==> config.mk <==
export PLATFORM = sky130hd
export DESIGN_NAME = modular_square_root_prime_core
export DESIGN_NICKNAME = d
export VERILOG_FILES = /design/src/design/msr_pkg.sv /design/src/design/modular_square_root_prime_core.sv /design/src/design/msr_mulmod.sv /design/src/design/msr_ctrl.sv
export SDC_FILE = /design/constraint.sdc
export NUM_CORES = 2
export LEC_CHECK = 0
export BUFFER_PORTS_ARGS = -buffer_cell sky130_fd_sc_hd__buf_4
export CAP_MARGIN = 20
export CORE_MARGIN = 4
export CORE_UTILIZATION = 59
export DETAILED_ROUTE_END_ITERATION = 10
export GPL_TIMING_DRIVEN = 0
export HOLD_SLACK_MARGIN = 0.12
export PLACE_DENSITY = 0.87
export SLEW_MARGIN = 30
export SYNTH_ARGS = -nofsm -noshare
export SYNTH_HDL_FRONTEND = slang
export SYNTH_SLANG_ARGS = --single-unit
export TNS_END_PERCENT = 1
==> constraint.sdc <==
create_clock -name clk_i -period 7.42 [get_ports clk_i]
set_clock_uncertainty 0.15 [all_clocks]
set_input_delay 0 -clock clk_i [delete_from_list [all_inputs] [get_ports clk_i]]
set_output_delay 0 -clock clk_i [all_outputs]
set_load 0.01 [all_outputs]
==> src/design/msr_pkg.sv <==
// Shared types and constants for the modular square root core.
package msr_pkg;

  localparam int unsigned ValueWidth   = 64;
  localparam int unsigned ModulusWidth = 32;
  localparam int unsigned CntWidth     = 6;

  typedef struct packed {
    logic [ValueWidth-1:0]   value;
    logic [ModulusWidth-1:0] modulus;
  } in_t;

  typedef struct packed {
    logic [ModulusWidth-1:0] root;
    logic                    status;
  } out_t;

  // Request and response of the shared modular multiplier.
  typedef struct packed {
    logic                    start;
    logic                    use_raw;
    logic [ValueWidth-1:0]   raw;
    logic [ModulusWidth-1:0] a;
    logic [ModulusWidth-1:0] b;
    logic [ModulusWidth-1:0] p;
  } mm_req_t;

  typedef struct packed {
    logic                    done;
    logic [ModulusWidth-1:0] res;
  } mm_rsp_t;

  typedef enum logic [1:0] {
    MM_IDLE,
    MM_MUL,
    MM_RED
  } mm_phase_e;

  typedef enum logic [4:0] {
    ST_IDLE,
    ST_CHKV,
    ST_EULER,
    ST_DONE3,
    ST_QS,
    ST_ZTEST,
    ST_ZCHK,
    ST_GOTC,
    ST_GOTT,
    ST_GOTR,
    ST_LOOP,
    ST_OSQ,
    ST_OCHK,
    ST_BSQ,
    ST_UPD1,
    ST_UPD2,
    ST_UPD3,
    ST_POW,
    ST_POWSQ,
    ST_MUL,
    ST_MULW,
    ST_FIN
  } state_e;

  typedef enum logic [2:0] {
    DST_V,
    DST_ACC,
    DST_SQ,
    DST_X,
    DST_B,
    DST_C,
    DST_T,
    DST_R
  } dst_e;

endpackage

==> src/design/modular_square_root_prime_core.sv <==
// Top level of the modular square root core: handshakes and result register.
//
//   channel | direction | handshake             | word
//   input   | in        | in_valid_i/in_stall_o | in_data_i (value, modulus)
//   output  | out       | out_valid_o/out_stall_i | out_data_o (root, status)
//
// The time per word is set by the number of modular multiplications, which grows when
// the search for a nonresidue runs long; a modulus below two needs none. Each goes
// through the shared multiplier (issue, one product step, 64 reduction steps, result);
// the first reduction of the value skips the product step.
// The input stalls until the sequencer is back to idle. Reset clears all control state;
// no clearing pass is needed. A finished result waits in the output register while the
// next word is taken.
module modular_square_root_prime_core (
  input  logic          clk_i,
  input  logic          rst_ni,
  input  logic          in_valid_i,
  output logic          in_stall_o,
  input  msr_pkg::in_t  in_data_i,
  output logic          out_valid_o,
  input  logic          out_stall_i,
  output msr_pkg::out_t out_data_o
);

  logic             idle, fin_valid, out_free, load, accept;
  logic             ovalid_q, ovalid_d;
  msr_pkg::out_t    result, odata_q;
  msr_pkg::mm_req_t mm_req;
  msr_pkg::mm_rsp_t mm_rsp;

  assign in_stall_o = !idle;
  assign accept     = in_valid_i && idle;
  assign out_free   = !ovalid_q || !out_stall_i;
  assign load       = fin_valid && out_free;

  always_comb begin
    ovalid_d = ovalid_q;
    if (load)             ovalid_d = 1'b1;
    else if (!out_stall_i) ovalid_d = 1'b0;
  end

  always_ff @(posedge clk_i or negedge rst_ni) begin
    if (!rst_ni) begin
      ovalid_q <= 1'b0;
    end else begin
      ovalid_q <= ovalid_d;
    end
  end

  always_ff @(posedge clk_i) begin
    if (load) begin
      odata_q <= result;
    end
  end

  assign out_valid_o = ovalid_q;
  assign out_data_o  = odata_q;

  msr_ctrl u_ctrl (
    .clk_i       (clk_i),
    .rst_ni      (rst_ni),
    .start_i     (accept),
    .item_i      (in_data_i),
    .fin_ready_i (out_free),
    .mm_rsp_i    (mm_rsp),
    .idle_o      (idle),
    .fin_valid_o (fin_valid),
    .result_o    (result),
    .mm_req_o    (mm_req)
  );

  msr_mulmod u_mulmod (
    .clk_i  (clk_i),
    .rst_ni (rst_ni),
    .req_i  (mm_req),
    .rsp_o  (mm_rsp)
  );

endmodule

==> src/design/msr_mulmod.sv <==
// Shared modular multiplier: one 32x32 product (or a raw 64-bit value), then bit-serial reduction.
module msr_mulmod (
  input  logic             clk_i,
  input  logic             rst_ni,
  input  msr_pkg::mm_req_t req_i,
  output msr_pkg::mm_rsp_t rsp_o
);

  msr_pkg::mm_phase_e                    phase_q, phase_d;
  logic [msr_pkg::CntWidth-1:0]          cnt_q, cnt_d;
  logic                                  done_q, done_d;
  logic [msr_pkg::ModulusWidth-1:0]      ma_q, ma_d, mb_q, mb_d;
  logic [msr_pkg::ModulusWidth-1:0]      rem_q, rem_d;
  logic [msr_pkg::ValueWidth-1:0]        prod_q, prod_d;
  logic [msr_pkg::ModulusWidth:0]        rem_sh;

  // Shift in one product bit per cycle; the remainder stays below p.
  assign rem_sh = {rem_q, prod_q[msr_pkg::ValueWidth-1]};

  always_comb begin
    phase_d = phase_q;
    cnt_d   = cnt_q;
    done_d  = 1'b0;
    ma_d    = ma_q;
    mb_d    = mb_q;
    rem_d   = rem_q;
    prod_d  = prod_q;
    unique case (phase_q)
      msr_pkg::MM_IDLE: begin
        if (req_i.start) begin
          ma_d    = req_i.a;
          mb_d    = req_i.b;
          prod_d  = req_i.raw;
          rem_d   = '0;
          cnt_d   = '1;
          phase_d = req_i.use_raw ? msr_pkg::MM_RED : msr_pkg::MM_MUL;
        end
      end
      msr_pkg::MM_MUL: begin
        prod_d  = ma_q * mb_q;
        phase_d = msr_pkg::MM_RED;
      end
      msr_pkg::MM_RED: begin
        if (rem_sh >= {1'b0, req_i.p}) begin
          rem_d = msr_pkg::ModulusWidth'(rem_sh - {1'b0, req_i.p});
        end else begin
          rem_d = rem_sh[msr_pkg::ModulusWidth-1:0];
        end
        prod_d = {prod_q[msr_pkg::ValueWidth-2:0], 1'b0};
        cnt_d  = cnt_q - 1'b1;
        if (cnt_q == '0) begin
          done_d  = 1'b1;
          phase_d = msr_pkg::MM_IDLE;
        end
      end
      default: phase_d = msr_pkg::MM_IDLE;
    endcase
  end

  always_ff @(posedge clk_i or negedge rst_ni) begin
    if (!rst_ni) begin
      phase_q <= msr_pkg::MM_IDLE;
      done_q  <= 1'b0;
    end else begin
      phase_q <= phase_d;
      done_q  <= done_d;
    end
  end

  always_ff @(posedge clk_i) begin
    cnt_q  <= cnt_d;
    ma_q   <= ma_d;
    mb_q   <= mb_d;
    rem_q  <= rem_d;
    prod_q <= prod_d;
  end

  assign rsp_o.done = done_q;
  assign rsp_o.res  = rem_q;

`ifndef SYNTH
  a_start_idle: assert property (@(posedge clk_i) disable iff (!rst_ni)
    req_i.start |-> phase_q == msr_pkg::MM_IDLE)
    else $error("multiplier started while busy");
  a_res_below_p: assert property (@(posedge clk_i) disable iff (!rst_ni)
    done_q |-> rem_q < req_i.p)
    else $error("reduced result not below modulus");
`endif

endmodule

==> src/design/msr_ctrl.sv <==
// Sequencer for Euler's test, exponentiation and the Tonelli-Shanks loop.
module msr_ctrl (
  input  logic             clk_i,
  input  logic             rst_ni,
  input  logic             start_i,
  input  msr_pkg::in_t     item_i,
  input  logic             fin_ready_i,
  input  msr_pkg::mm_rsp_t mm_rsp_i,
  output logic             idle_o,
  output logic             fin_valid_o,
  output msr_pkg::out_t    result_o,
  output msr_pkg::mm_req_t mm_req_o
);

  localparam int unsigned W = msr_pkg::ModulusWidth;
  localparam int unsigned C = msr_pkg::CntWidth;

  msr_pkg::state_e state_q, state_d, mul_ret_q, mul_ret_d, pow_ret_q, pow_ret_d;
  msr_pkg::dst_e   dst_q, dst_d;
  logic [msr_pkg::ValueWidth-1:0] val_q, val_d;
  logic [W-1:0] p_q, p_d, v_q, v_d, acc_q, acc_d, sq_q, sq_d, e_q, e_d;
  logic [W-1:0] q_q, q_d, z_q, z_d, c_q, c_d, t_q, t_d, r_q, r_d;
  logic [W-1:0] x_q, x_d, b_q, b_d, ma_q, ma_d, mb_q, mb_d, root_q, root_d;
  logic [C-1:0] s_q, s_d, m_q, m_d, o_q, o_d, i_q, i_d;
  logic         raw_q, raw_d, status_q, status_d;
  logic [W-1:0] p_m1;
  logic [W:0]   p_p1, q_p1;
  logic [C:0]   io_sum;

  assign p_m1   = p_q - 1'b1;
  assign p_p1   = {1'b0, p_q} + 1'b1;
  assign q_p1   = {1'b0, q_q} + 1'b1;
  assign io_sum = {1'b0, i_q} + {1'b0, o_q} + 1'b1;

  // Next state.
  always_comb begin
    state_d = state_q;
    unique case (state_q)
      msr_pkg::ST_IDLE: begin
        if (start_i) begin
          state_d = (item_i.modulus < W'(2)) ? msr_pkg::ST_FIN : msr_pkg::ST_MUL;
        end
      end
      msr_pkg::ST_CHKV: begin
        if (v_q == '0 || p_q == W'(2)) state_d = msr_pkg::ST_FIN;
        else                           state_d = msr_pkg::ST_POW;
      end
      msr_pkg::ST_EULER: begin
        if (acc_q != W'(1))           state_d = msr_pkg::ST_FIN;
        else if (p_q[1:0] == 2'b11)   state_d = msr_pkg::ST_POW;
        else                          state_d = msr_pkg::ST_QS;
      end
      msr_pkg::ST_DONE3: state_d = msr_pkg::ST_FIN;
      msr_pkg::ST_QS: begin
        if (q_q[0] || s_q >= C'(63)) state_d = msr_pkg::ST_ZTEST;
      end
      msr_pkg::ST_ZTEST: begin
        state_d = (z_q >= p_q) ? msr_pkg::ST_FIN : msr_pkg::ST_POW;
      end
      msr_pkg::ST_ZCHK: begin
        state_d = (acc_q == W'(1)) ? msr_pkg::ST_ZTEST : msr_pkg::ST_POW;
      end
      msr_pkg::ST_GOTC: state_d = msr_pkg::ST_POW;
      msr_pkg::ST_GOTT: state_d = msr_pkg::ST_POW;
      msr_pkg::ST_GOTR: state_d = msr_pkg::ST_LOOP;
      msr_pkg::ST_LOOP: begin
        state_d = (t_q == W'(1)) ? msr_pkg::ST_FIN : msr_pkg::ST_OSQ;
      end
      msr_pkg::ST_OSQ: begin
        state_d = (o_q < m_q) ? msr_pkg::ST_MUL : msr_pkg::ST_FIN;
      end
      msr_pkg::ST_OCHK: begin
        state_d = (x_q == W'(1)) ? msr_pkg::ST_BSQ : msr_pkg::ST_OSQ;
      end
      msr_pkg::ST_BSQ: begin
        state_d = (io_sum < {1'b0, m_q}) ? msr_pkg::ST_MUL : msr_pkg::ST_UPD1;
      end
      msr_pkg::ST_UPD1, msr_pkg::ST_UPD2, msr_pkg::ST_UPD3: state_d = msr_pkg::ST_MUL;
      msr_pkg::ST_POW: begin
        if (e_q == '0)  state_d = pow_ret_q;
        else if (e_q[0]) state_d = msr_pkg::ST_MUL;
        else             state_d = msr_pkg::ST_POWSQ;
      end
      msr_pkg::ST_POWSQ: state_d = msr_pkg::ST_MUL;
      msr_pkg::ST_MUL:   state_d = msr_pkg::ST_MULW;
      msr_pkg::ST_MULW: begin
        if (mm_rsp_i.done) state_d = mul_ret_q;
      end
      msr_pkg::ST_FIN: begin
        if (fin_ready_i) state_d = msr_pkg::ST_IDLE;
      end
      default: state_d = msr_pkg::ST_IDLE;
    endcase
  end

  // Datapath registers and outputs.
  always_comb begin
    val_d = val_q;  p_d = p_q;  v_d = v_q;  acc_d = acc_q;  sq_d = sq_q;
    e_d = e_q;  q_d = q_q;  z_d = z_q;  c_d = c_q;  t_d = t_q;  r_d = r_q;
    x_d = x_q;  b_d = b_q;  ma_d = ma_q;  mb_d = mb_q;  root_d = root_q;
    s_d = s_q;  m_d = m_q;  o_d = o_q;  i_d = i_q;  raw_d = raw_q;
    status_d = status_q;  dst_d = dst_q;
    mul_ret_d = mul_ret_q;  pow_ret_d = pow_ret_q;
    unique case (state_q)
      msr_pkg::ST_IDLE: begin
        if (start_i) begin
          val_d     = item_i.value;
          p_d       = item_i.modulus;
          root_d    = '0;
          status_d  = 1'b0;
          raw_d     = 1'b1;
          dst_d     = msr_pkg::DST_V;
          mul_ret_d = msr_pkg::ST_CHKV;
        end
      end
      msr_pkg::ST_CHKV: begin
        if (v_q == '0) begin
          root_d = '0;
        end else if (p_q == W'(2)) begin
          root_d = W'(1);
        end else begin
          acc_d = W'(1);  sq_d = v_q;  e_d = {1'b0, p_m1[W-1:1]};
          pow_ret_d = msr_pkg::ST_EULER;
        end
      end
      msr_pkg::ST_EULER: begin
        if (acc_q != W'(1)) begin
          status_d = 1'b1;
        end else if (p_q[1:0] == 2'b11) begin
          acc_d = W'(1);  sq_d = v_q;  e_d = {1'b0, p_p1[W:2]};
          pow_ret_d = msr_pkg::ST_DONE3;
        end else begin
          q_d = p_m1;  s_d = '0;  z_d = W'(2);
        end
      end
      msr_pkg::ST_DONE3: root_d = acc_q;
      msr_pkg::ST_QS: begin
        if (!(q_q[0] || s_q >= C'(63))) begin
          q_d = {1'b0, q_q[W-1:1]};
          s_d = s_q + 1'b1;
        end
      end
      msr_pkg::ST_ZTEST: begin
        if (z_q >= p_q) begin
          status_d = 1'b1;
        end else begin
          acc_d = W'(1);  sq_d = z_q;  e_d = {1'b0, p_m1[W-1:1]};
          pow_ret_d = msr_pkg::ST_ZCHK;
        end
      end
      msr_pkg::ST_ZCHK: begin
        if (acc_q == W'(1)) begin
          z_d = z_q + 1'b1;
        end else begin
          m_d = s_q;
          acc_d = W'(1);  sq_d = z_q;  e_d = q_q;
          pow_ret_d = msr_pkg::ST_GOTC;
        end
      end
      msr_pkg::ST_GOTC: begin
        c_d = acc_q;
        acc_d = W'(1);  sq_d = v_q;  e_d = q_q;
        pow_ret_d = msr_pkg::ST_GOTT;
      end
      msr_pkg::ST_GOTT: begin
        t_d = acc_q;
        acc_d = W'(1);  sq_d = v_q;  e_d = q_p1[W:1];
        pow_ret_d = msr_pkg::ST_GOTR;
      end
      msr_pkg::ST_GOTR: r_d = acc_q;
      msr_pkg::ST_LOOP: begin
        if (t_q == W'(1)) begin
          root_d = r_q;
        end else begin
          x_d = t_q;  o_d = C'(1);
        end
      end
      msr_pkg::ST_OSQ: begin
        if (o_q < m_q) begin
          raw_d = 1'b0;  ma_d = x_q;  mb_d = x_q;
          dst_d = msr_pkg::DST_X;  mul_ret_d = msr_pkg::ST_OCHK;
        end else begin
          status_d = 1'b1;
        end
      end
      msr_pkg::ST_OCHK: begin
        if (x_q == W'(1)) begin
          b_d = c_q;  i_d = '0;
        end else begin
          o_d = o_q + 1'b1;
        end
      end
      msr_pkg::ST_BSQ: begin
        if (io_sum < {1'b0, m_q}) begin
          i_d = i_q + 1'b1;
          raw_d = 1'b0;  ma_d = b_q;  mb_d = b_q;
          dst_d = msr_pkg::DST_B;  mul_ret_d = msr_pkg::ST_BSQ;
        end
      end
      msr_pkg::ST_UPD1: begin
        m_d = o_q;
        raw_d = 1'b0;  ma_d = b_q;  mb_d = b_q;
        dst_d = msr_pkg::DST_C;  mul_ret_d = msr_pkg::ST_UPD2;
      end
      msr_pkg::ST_UPD2: begin
        raw_d = 1'b0;  ma_d = t_q;  mb_d = c_q;
        dst_d = msr_pkg::DST_T;  mul_ret_d = msr_pkg::ST_UPD3;
      end
      msr_pkg::ST_UPD3: begin
        raw_d = 1'b0;  ma_d = r_q;  mb_d = b_q;
        dst_d = msr_pkg::DST_R;  mul_ret_d = msr_pkg::ST_LOOP;
      end
      msr_pkg::ST_POW: begin
        if (e_q != '0 && e_q[0]) begin
          raw_d = 1'b0;  ma_d = acc_q;  mb_d = sq_q;
          dst_d = msr_pkg::DST_ACC;  mul_ret_d = msr_pkg::ST_POWSQ;
        end
      end
      msr_pkg::ST_POWSQ: begin
        e_d = {1'b0, e_q[W-1:1]};
        raw_d = 1'b0;  ma_d = sq_q;  mb_d = sq_q;
        dst_d = msr_pkg::DST_SQ;  mul_ret_d = msr_pkg::ST_POW;
      end
      msr_pkg::ST_MULW: begin
        if (mm_rsp_i.done) begin
          unique case (dst_q)
            msr_pkg::DST_V:   v_d   = mm_rsp_i.res;
            msr_pkg::DST_ACC: acc_d = mm_rsp_i.res;
            msr_pkg::DST_SQ:  sq_d  = mm_rsp_i.res;
            msr_pkg::DST_X:   x_d   = mm_rsp_i.res;
            msr_pkg::DST_B:   b_d   = mm_rsp_i.res;
            msr_pkg::DST_C:   c_d   = mm_rsp_i.res;
            msr_pkg::DST_T:   t_d   = mm_rsp_i.res;
            msr_pkg::DST_R:   r_d   = mm_rsp_i.res;
            default:          v_d   = v_q;
          endcase
        end
      end
      default: begin
      end
    endcase
    // A failed search always reports a zero root.
    if (status_d) root_d = '0;
  end

  always_ff @(posedge clk_i or negedge rst_ni) begin
    if (!rst_ni) begin
      state_q <= msr_pkg::ST_IDLE;
    end else begin
      state_q <= state_d;
    end
  end

  always_ff @(posedge clk_i) begin
    val_q <= val_d;  p_q <= p_d;  v_q <= v_d;  acc_q <= acc_d;  sq_q <= sq_d;
    e_q <= e_d;  q_q <= q_d;  z_q <= z_d;  c_q <= c_d;  t_q <= t_d;  r_q <= r_d;
    x_q <= x_d;  b_q <= b_d;  ma_q <= ma_d;  mb_q <= mb_d;  root_q <= root_d;
    s_q <= s_d;  m_q <= m_d;  o_q <= o_d;  i_q <= i_d;  raw_q <= raw_d;
    status_q <= status_d;  dst_q <= dst_d;
    mul_ret_q <= mul_ret_d;  pow_ret_q <= pow_ret_d;
  end

  assign idle_o          = (state_q == msr_pkg::ST_IDLE);
  assign fin_valid_o     = (state_q == msr_pkg::ST_FIN);
  assign result_o.root   = root_q;
  assign result_o.status = status_q;

  assign mm_req_o.start   = (state_q == msr_pkg::ST_MUL);
  assign mm_req_o.use_raw = raw_q;
  assign mm_req_o.raw     = val_q;
  assign mm_req_o.a       = ma_q;
  assign mm_req_o.b       = mb_q;
  assign mm_req_o.p       = p_q;

`ifndef SYNTH
  a_fail_zero_root: assert property (@(posedge clk_i) disable iff (!rst_ni)
    (state_q == msr_pkg::ST_FIN && status_q) |-> root_q == '0)
    else $error("non-residue reported with nonzero root");
  a_wait_done: assert property (@(posedge clk_i) disable iff (!rst_ni)
    mm_rsp_i.done |-> state_q == msr_pkg::ST_MULW)
    else $error("multiplier result arrived outside wait state");
  a_fin_leave: assert property (@(posedge clk_i) disable iff (!rst_ni)
    (state_q == msr_pkg::ST_FIN && fin_ready_i) |=> state_q == msr_pkg::ST_IDLE)
    else $error("result handoff did not return to idle");
`endif

endmodule

==> flow_metrics.py <==
metrics = {
    "timing": {
        "fin_ws_ps": -754.1,
        "setup_tns_ps": -18080,
        "max_clock_freq_mhz": 122.3,
        "timing.final.crit_period_ps": 8174,
        "final_hold_viol_count": 0,
        "setup_violations": 40,
        "max_slew_margin_pct": 32.69,
        "tightest_slew_ps": 1006,
        "rsz0062_at_grt": "true",
        "timing.final.max_slew_violations": 0,
        "fin_crit_sh_pct": 110.2,
    },
    "yosys": {
        "synth-seq-area-share_pct": 33.31,
        "ys_types": 82,
        "synth-adder-area-share_pct": 32.02,
        "async_reset_ff_share_pct": 1.139,
        "muxShareOfSynthArea_pct": 0.3588,
        "synthTopCellsByArea": "sky130_fd_sc_hd__edfxtp_1 32%, sky130_fd_sc_hd__fa_1 26%, sky130_fd_sc_hd__ha_1 6.4%",
        "yosys_register_bits": 790,
        "synth_area_in_xor_xnor_pct": 2.786,
        "yosys_most_used_dff": "sky130_fd_sc_hd__edfxtp_1",
        "post_synth_inst_count": 6685,
        "largest_family_of_logic_cells_by_synthesized_area": "adder cells",
        "synth_edf_count": 748,
        "synthDominantAreaCellType": "sky130_fd_sc_hd__edfxtp_1",
        "syn_avg_cell_area_um2": 10.49,
        "yosys_warnings": 0,
        "synth_largest_type_area_fraction_pct": 32.04,
        "synth_simple_gate_area_share_pct": 14.92,
        "fraction_of_the_mapped_netlist_area_in_compound_gates_pct": 9.524,
        "postSynthNetCount": 8040,
        "syn-cell-area_um2": 70100,
    },
    "drt": {
        "wire_per_inst_um": 28.33,
        "vias_per_cell": 6.334,
        "drt_first_pass_iters": 10,
        "detailroute.wirelength.met2_um": 115100,
        "antenna_left": 0,
        "vias_post_dr": 56100,
        "met1Wirelength_um": 80250,
        "route.met3.wl_um": 26900,
        "finalWirelength_um": 250900,
        "route.detailed.drc": 0,
        "number_of_drc_markers_in_iteration_0": 7419,
        "topRoutingLayerUsed": "met5",
    },
    "critical_path": {
        "timing.critical_path.fanout_max": 6,
        "critical-path-max-stage-delay_ps": 740,
        "timing.reg2reg.setup_slack_ps": -750,
        "crit_family": "adder cells",
        "worstPathRequired_ps": 7660,
        "cp-start-kind": "flip-flop",
        "crit_path_end_kind": "flip-flop",
        "most_frequent_cp_cell": "sky130_fd_sc_hd__fa_1",
        "count_of_buffering_cells_on_the_critical_path_with_inverters_included": 5,
        "critPathSlowestCell": "sky130_fd_sc_hd__fa_2",
        "setup.worst_path.class": "reg2reg",
        "worst_ep_arrival_time_ps": 8410,
    },
    "cts": {
        "h_tree_level_count": 3,
        "cts_inserted_buffers": 83,
        "clk-insertion-delay-late_ps": 720,
        "cts_sink_cnt": 790,
        "clk_pin_slew_worst_paths_ps": 60,
        "clock_tree_buf_depth": 3,
        "cts_root_buf": "sky130_fd_sc_hd__clkbuf_16",
        "cts_tree": "yes",
    },
    "cells_and_area": {
        "fillerInstances": 8355,
        "mostFrequentLayoutCell": "sky130_fd_sc_hd__inv_1",
        "finish.net_count": 8601,
        "area_growth_syn_to_layout_pct": 16.13,
        "mostFrequentLayoutCells": "900 x sky130_fd_sc_hd__inv_1, 845 x sky130_fd_sc_hd__fa_1, 748 x sky130_fd_sc_hd__edfxtp_1, 720 x sky130_fd_sc_hd__nand2_1, 623 x sky130_fd_sc_hd__and2_1",
        "final-seq-area_um2": 23350,
        "drive_above_1_share_pct": 10.83,
        "area_used_by_multi_input_combinational_logic_um2": 42660,
        "finish.utilization_pct": 68.94,
    },
    "floorplanning": {
        "floorplan.die.width_um": 352.7,
        "num_rows": 126,
        "floorplan.die.height_um": 352.7,
        "dieArea_um2": 124400,
        "core_area_um2": 118100,
        "num_io_pins": 135,
        "floorplan.initialDensity_pct": 59.36,
    },
    "placed_design": {
        "place_worst_setup_slack_ps": -2045,
        "port_buffers": 134,
        "routabilityCongestion": 1.067,
        "dp.final_hpwl_um": 188700,
    },
    "status": {
        "violations": "negative setup slack",
        "run_status": "complete, but fails checks",
    },
    "grt": {
        "grt_max_degree": 65,
        "grt_pass1_vias": 58640,
        "globalRoute.totalOverflow": 0,
        "grt_first_pass_wirelength_um": 370000,
        "grt_antenna_before_repair": 15,
        "global_route.usage.total_pct": 40.19,
    },
    "min_path": {
        "worst_hold_path_type": "in2async",
    },
    "job": {
        "maxcap_violations": 0,
    },
}
timing repair:
item / 4_1_cts / 5_1_grt
hold endpoints to repair: 188 / 0
pin swaps: 90 / 107
resized for setup: 514 / 117
buffers inserted: 103 / 27
endpoints found under the setup margin: 47 / 46
hold buffers: 197 / 0
cloned: 0 / 1
stage by stage:
step,hold slack [ps],instances,area [um^2]
floorplan,-445.6,6685,70100
detailed placement,-306.4,8380,73730
finish,186.1,8857,81410
global route,214.3,8846,81380
global placement,-304.1,8355,73030
CTS,167.3,8822,80980
layer usage:
metal | up-vias | global-route usage (%)
met5 | - | 0
met4 | 6 | 34.90
met3 | 1258 | 9.500
met2 | 4033 | 64.28
met1 | 27500 | 45.38
li1 | 23300 | -
cell families after synthesis:
family	after synthesis
muxes	25
adders and majority gates	1255
xor gates and xnor gates	223
AOI/OAI and AO/OA	985
and+or+nand+nor	2091
DFF	790
buffers and inverters	1316
worst min-delay path, cell delays in order:
cell and delay [ps]:
sky130_fd_sc_hd__dlygate4sd3_1 520, sky130_fd_sc_hd__buf_4 110, sky130_fd_sc_hd__dlygate4sd3_1 880
final cells by class:
class                           instances  area share, %
Timing Repair Buffer                  487          5.777
Multi-Input combinational cell       4579          52.40
Clock buffer                          106          2.745
Inverter                              923          4.265
Clock inverter                         43         0.6056
Antenna cell                           11        0.03381
Sequential cell                       790          28.68
Tap cell                             1536          2.361
Buffer                                382          3.131
final timing paths:
kind / start / to / depth (start not counted)
worst max-delay path: u_mulmod.ma_q[15]$_DFFE_PP_ / u_mulmod.prod_q[51]$_DFFE_PP_ / 25
worst min-delay path: rst_ni / u_ctrl.state_q[2]$_DFFE_PN0P_ / 3
worst max register to register: u_mulmod.ma_q[15]$_DFFE_PP_ / u_mulmod.prod_q[51]$_DFFE_PP_ / 25
worst min register to register: u_ctrl.mb_q[4]$_DFFE_PP_ / u_mulmod.mb_q[4]$_DFFE_PP_ / 0
max in group asynchronous: rst_ni / u_mulmod.phase_q[0]$_DFFE_PN0P_ / 3
min in group clk_i: u_ctrl.mb_q[4]$_DFFE_PP_ / u_mulmod.mb_q[4]$_DFFE_PP_ / 0
Yosys cell counts (all sizes together), types with 5 or more instances:
master,instances
a221oi,22
o31ai,9
a41oi,6
and3,47
nand3b,7
nor4b,5
a211oi,46
o211ai,11
or3,16
a22oi,131
a211o,5
fa,898
xnor2,153
dfxtp,33
o221ai,8
xor2,70
or2,10
a21boi,7
a222oi,44
nand4,85
and2,635
edfxtp,748
o21a,16
nand2b,18
nor3,40
a21o,168
ha,357
a221o,36
nor2b,51
nor4,54
clkbuf,374
a21oi,267
and4,10
nor2,301
dfrtp,9
nand2,722
o21bai,14
nand3,86
inv,920
o22ai,7
buf,19
mux2i,24
a31o,5
o21ai,141
a31oi,21
Power is left out: the tool's default activity adds up to more than one toggle a clock period on the data nets, which glitch-free logic cannot reach.
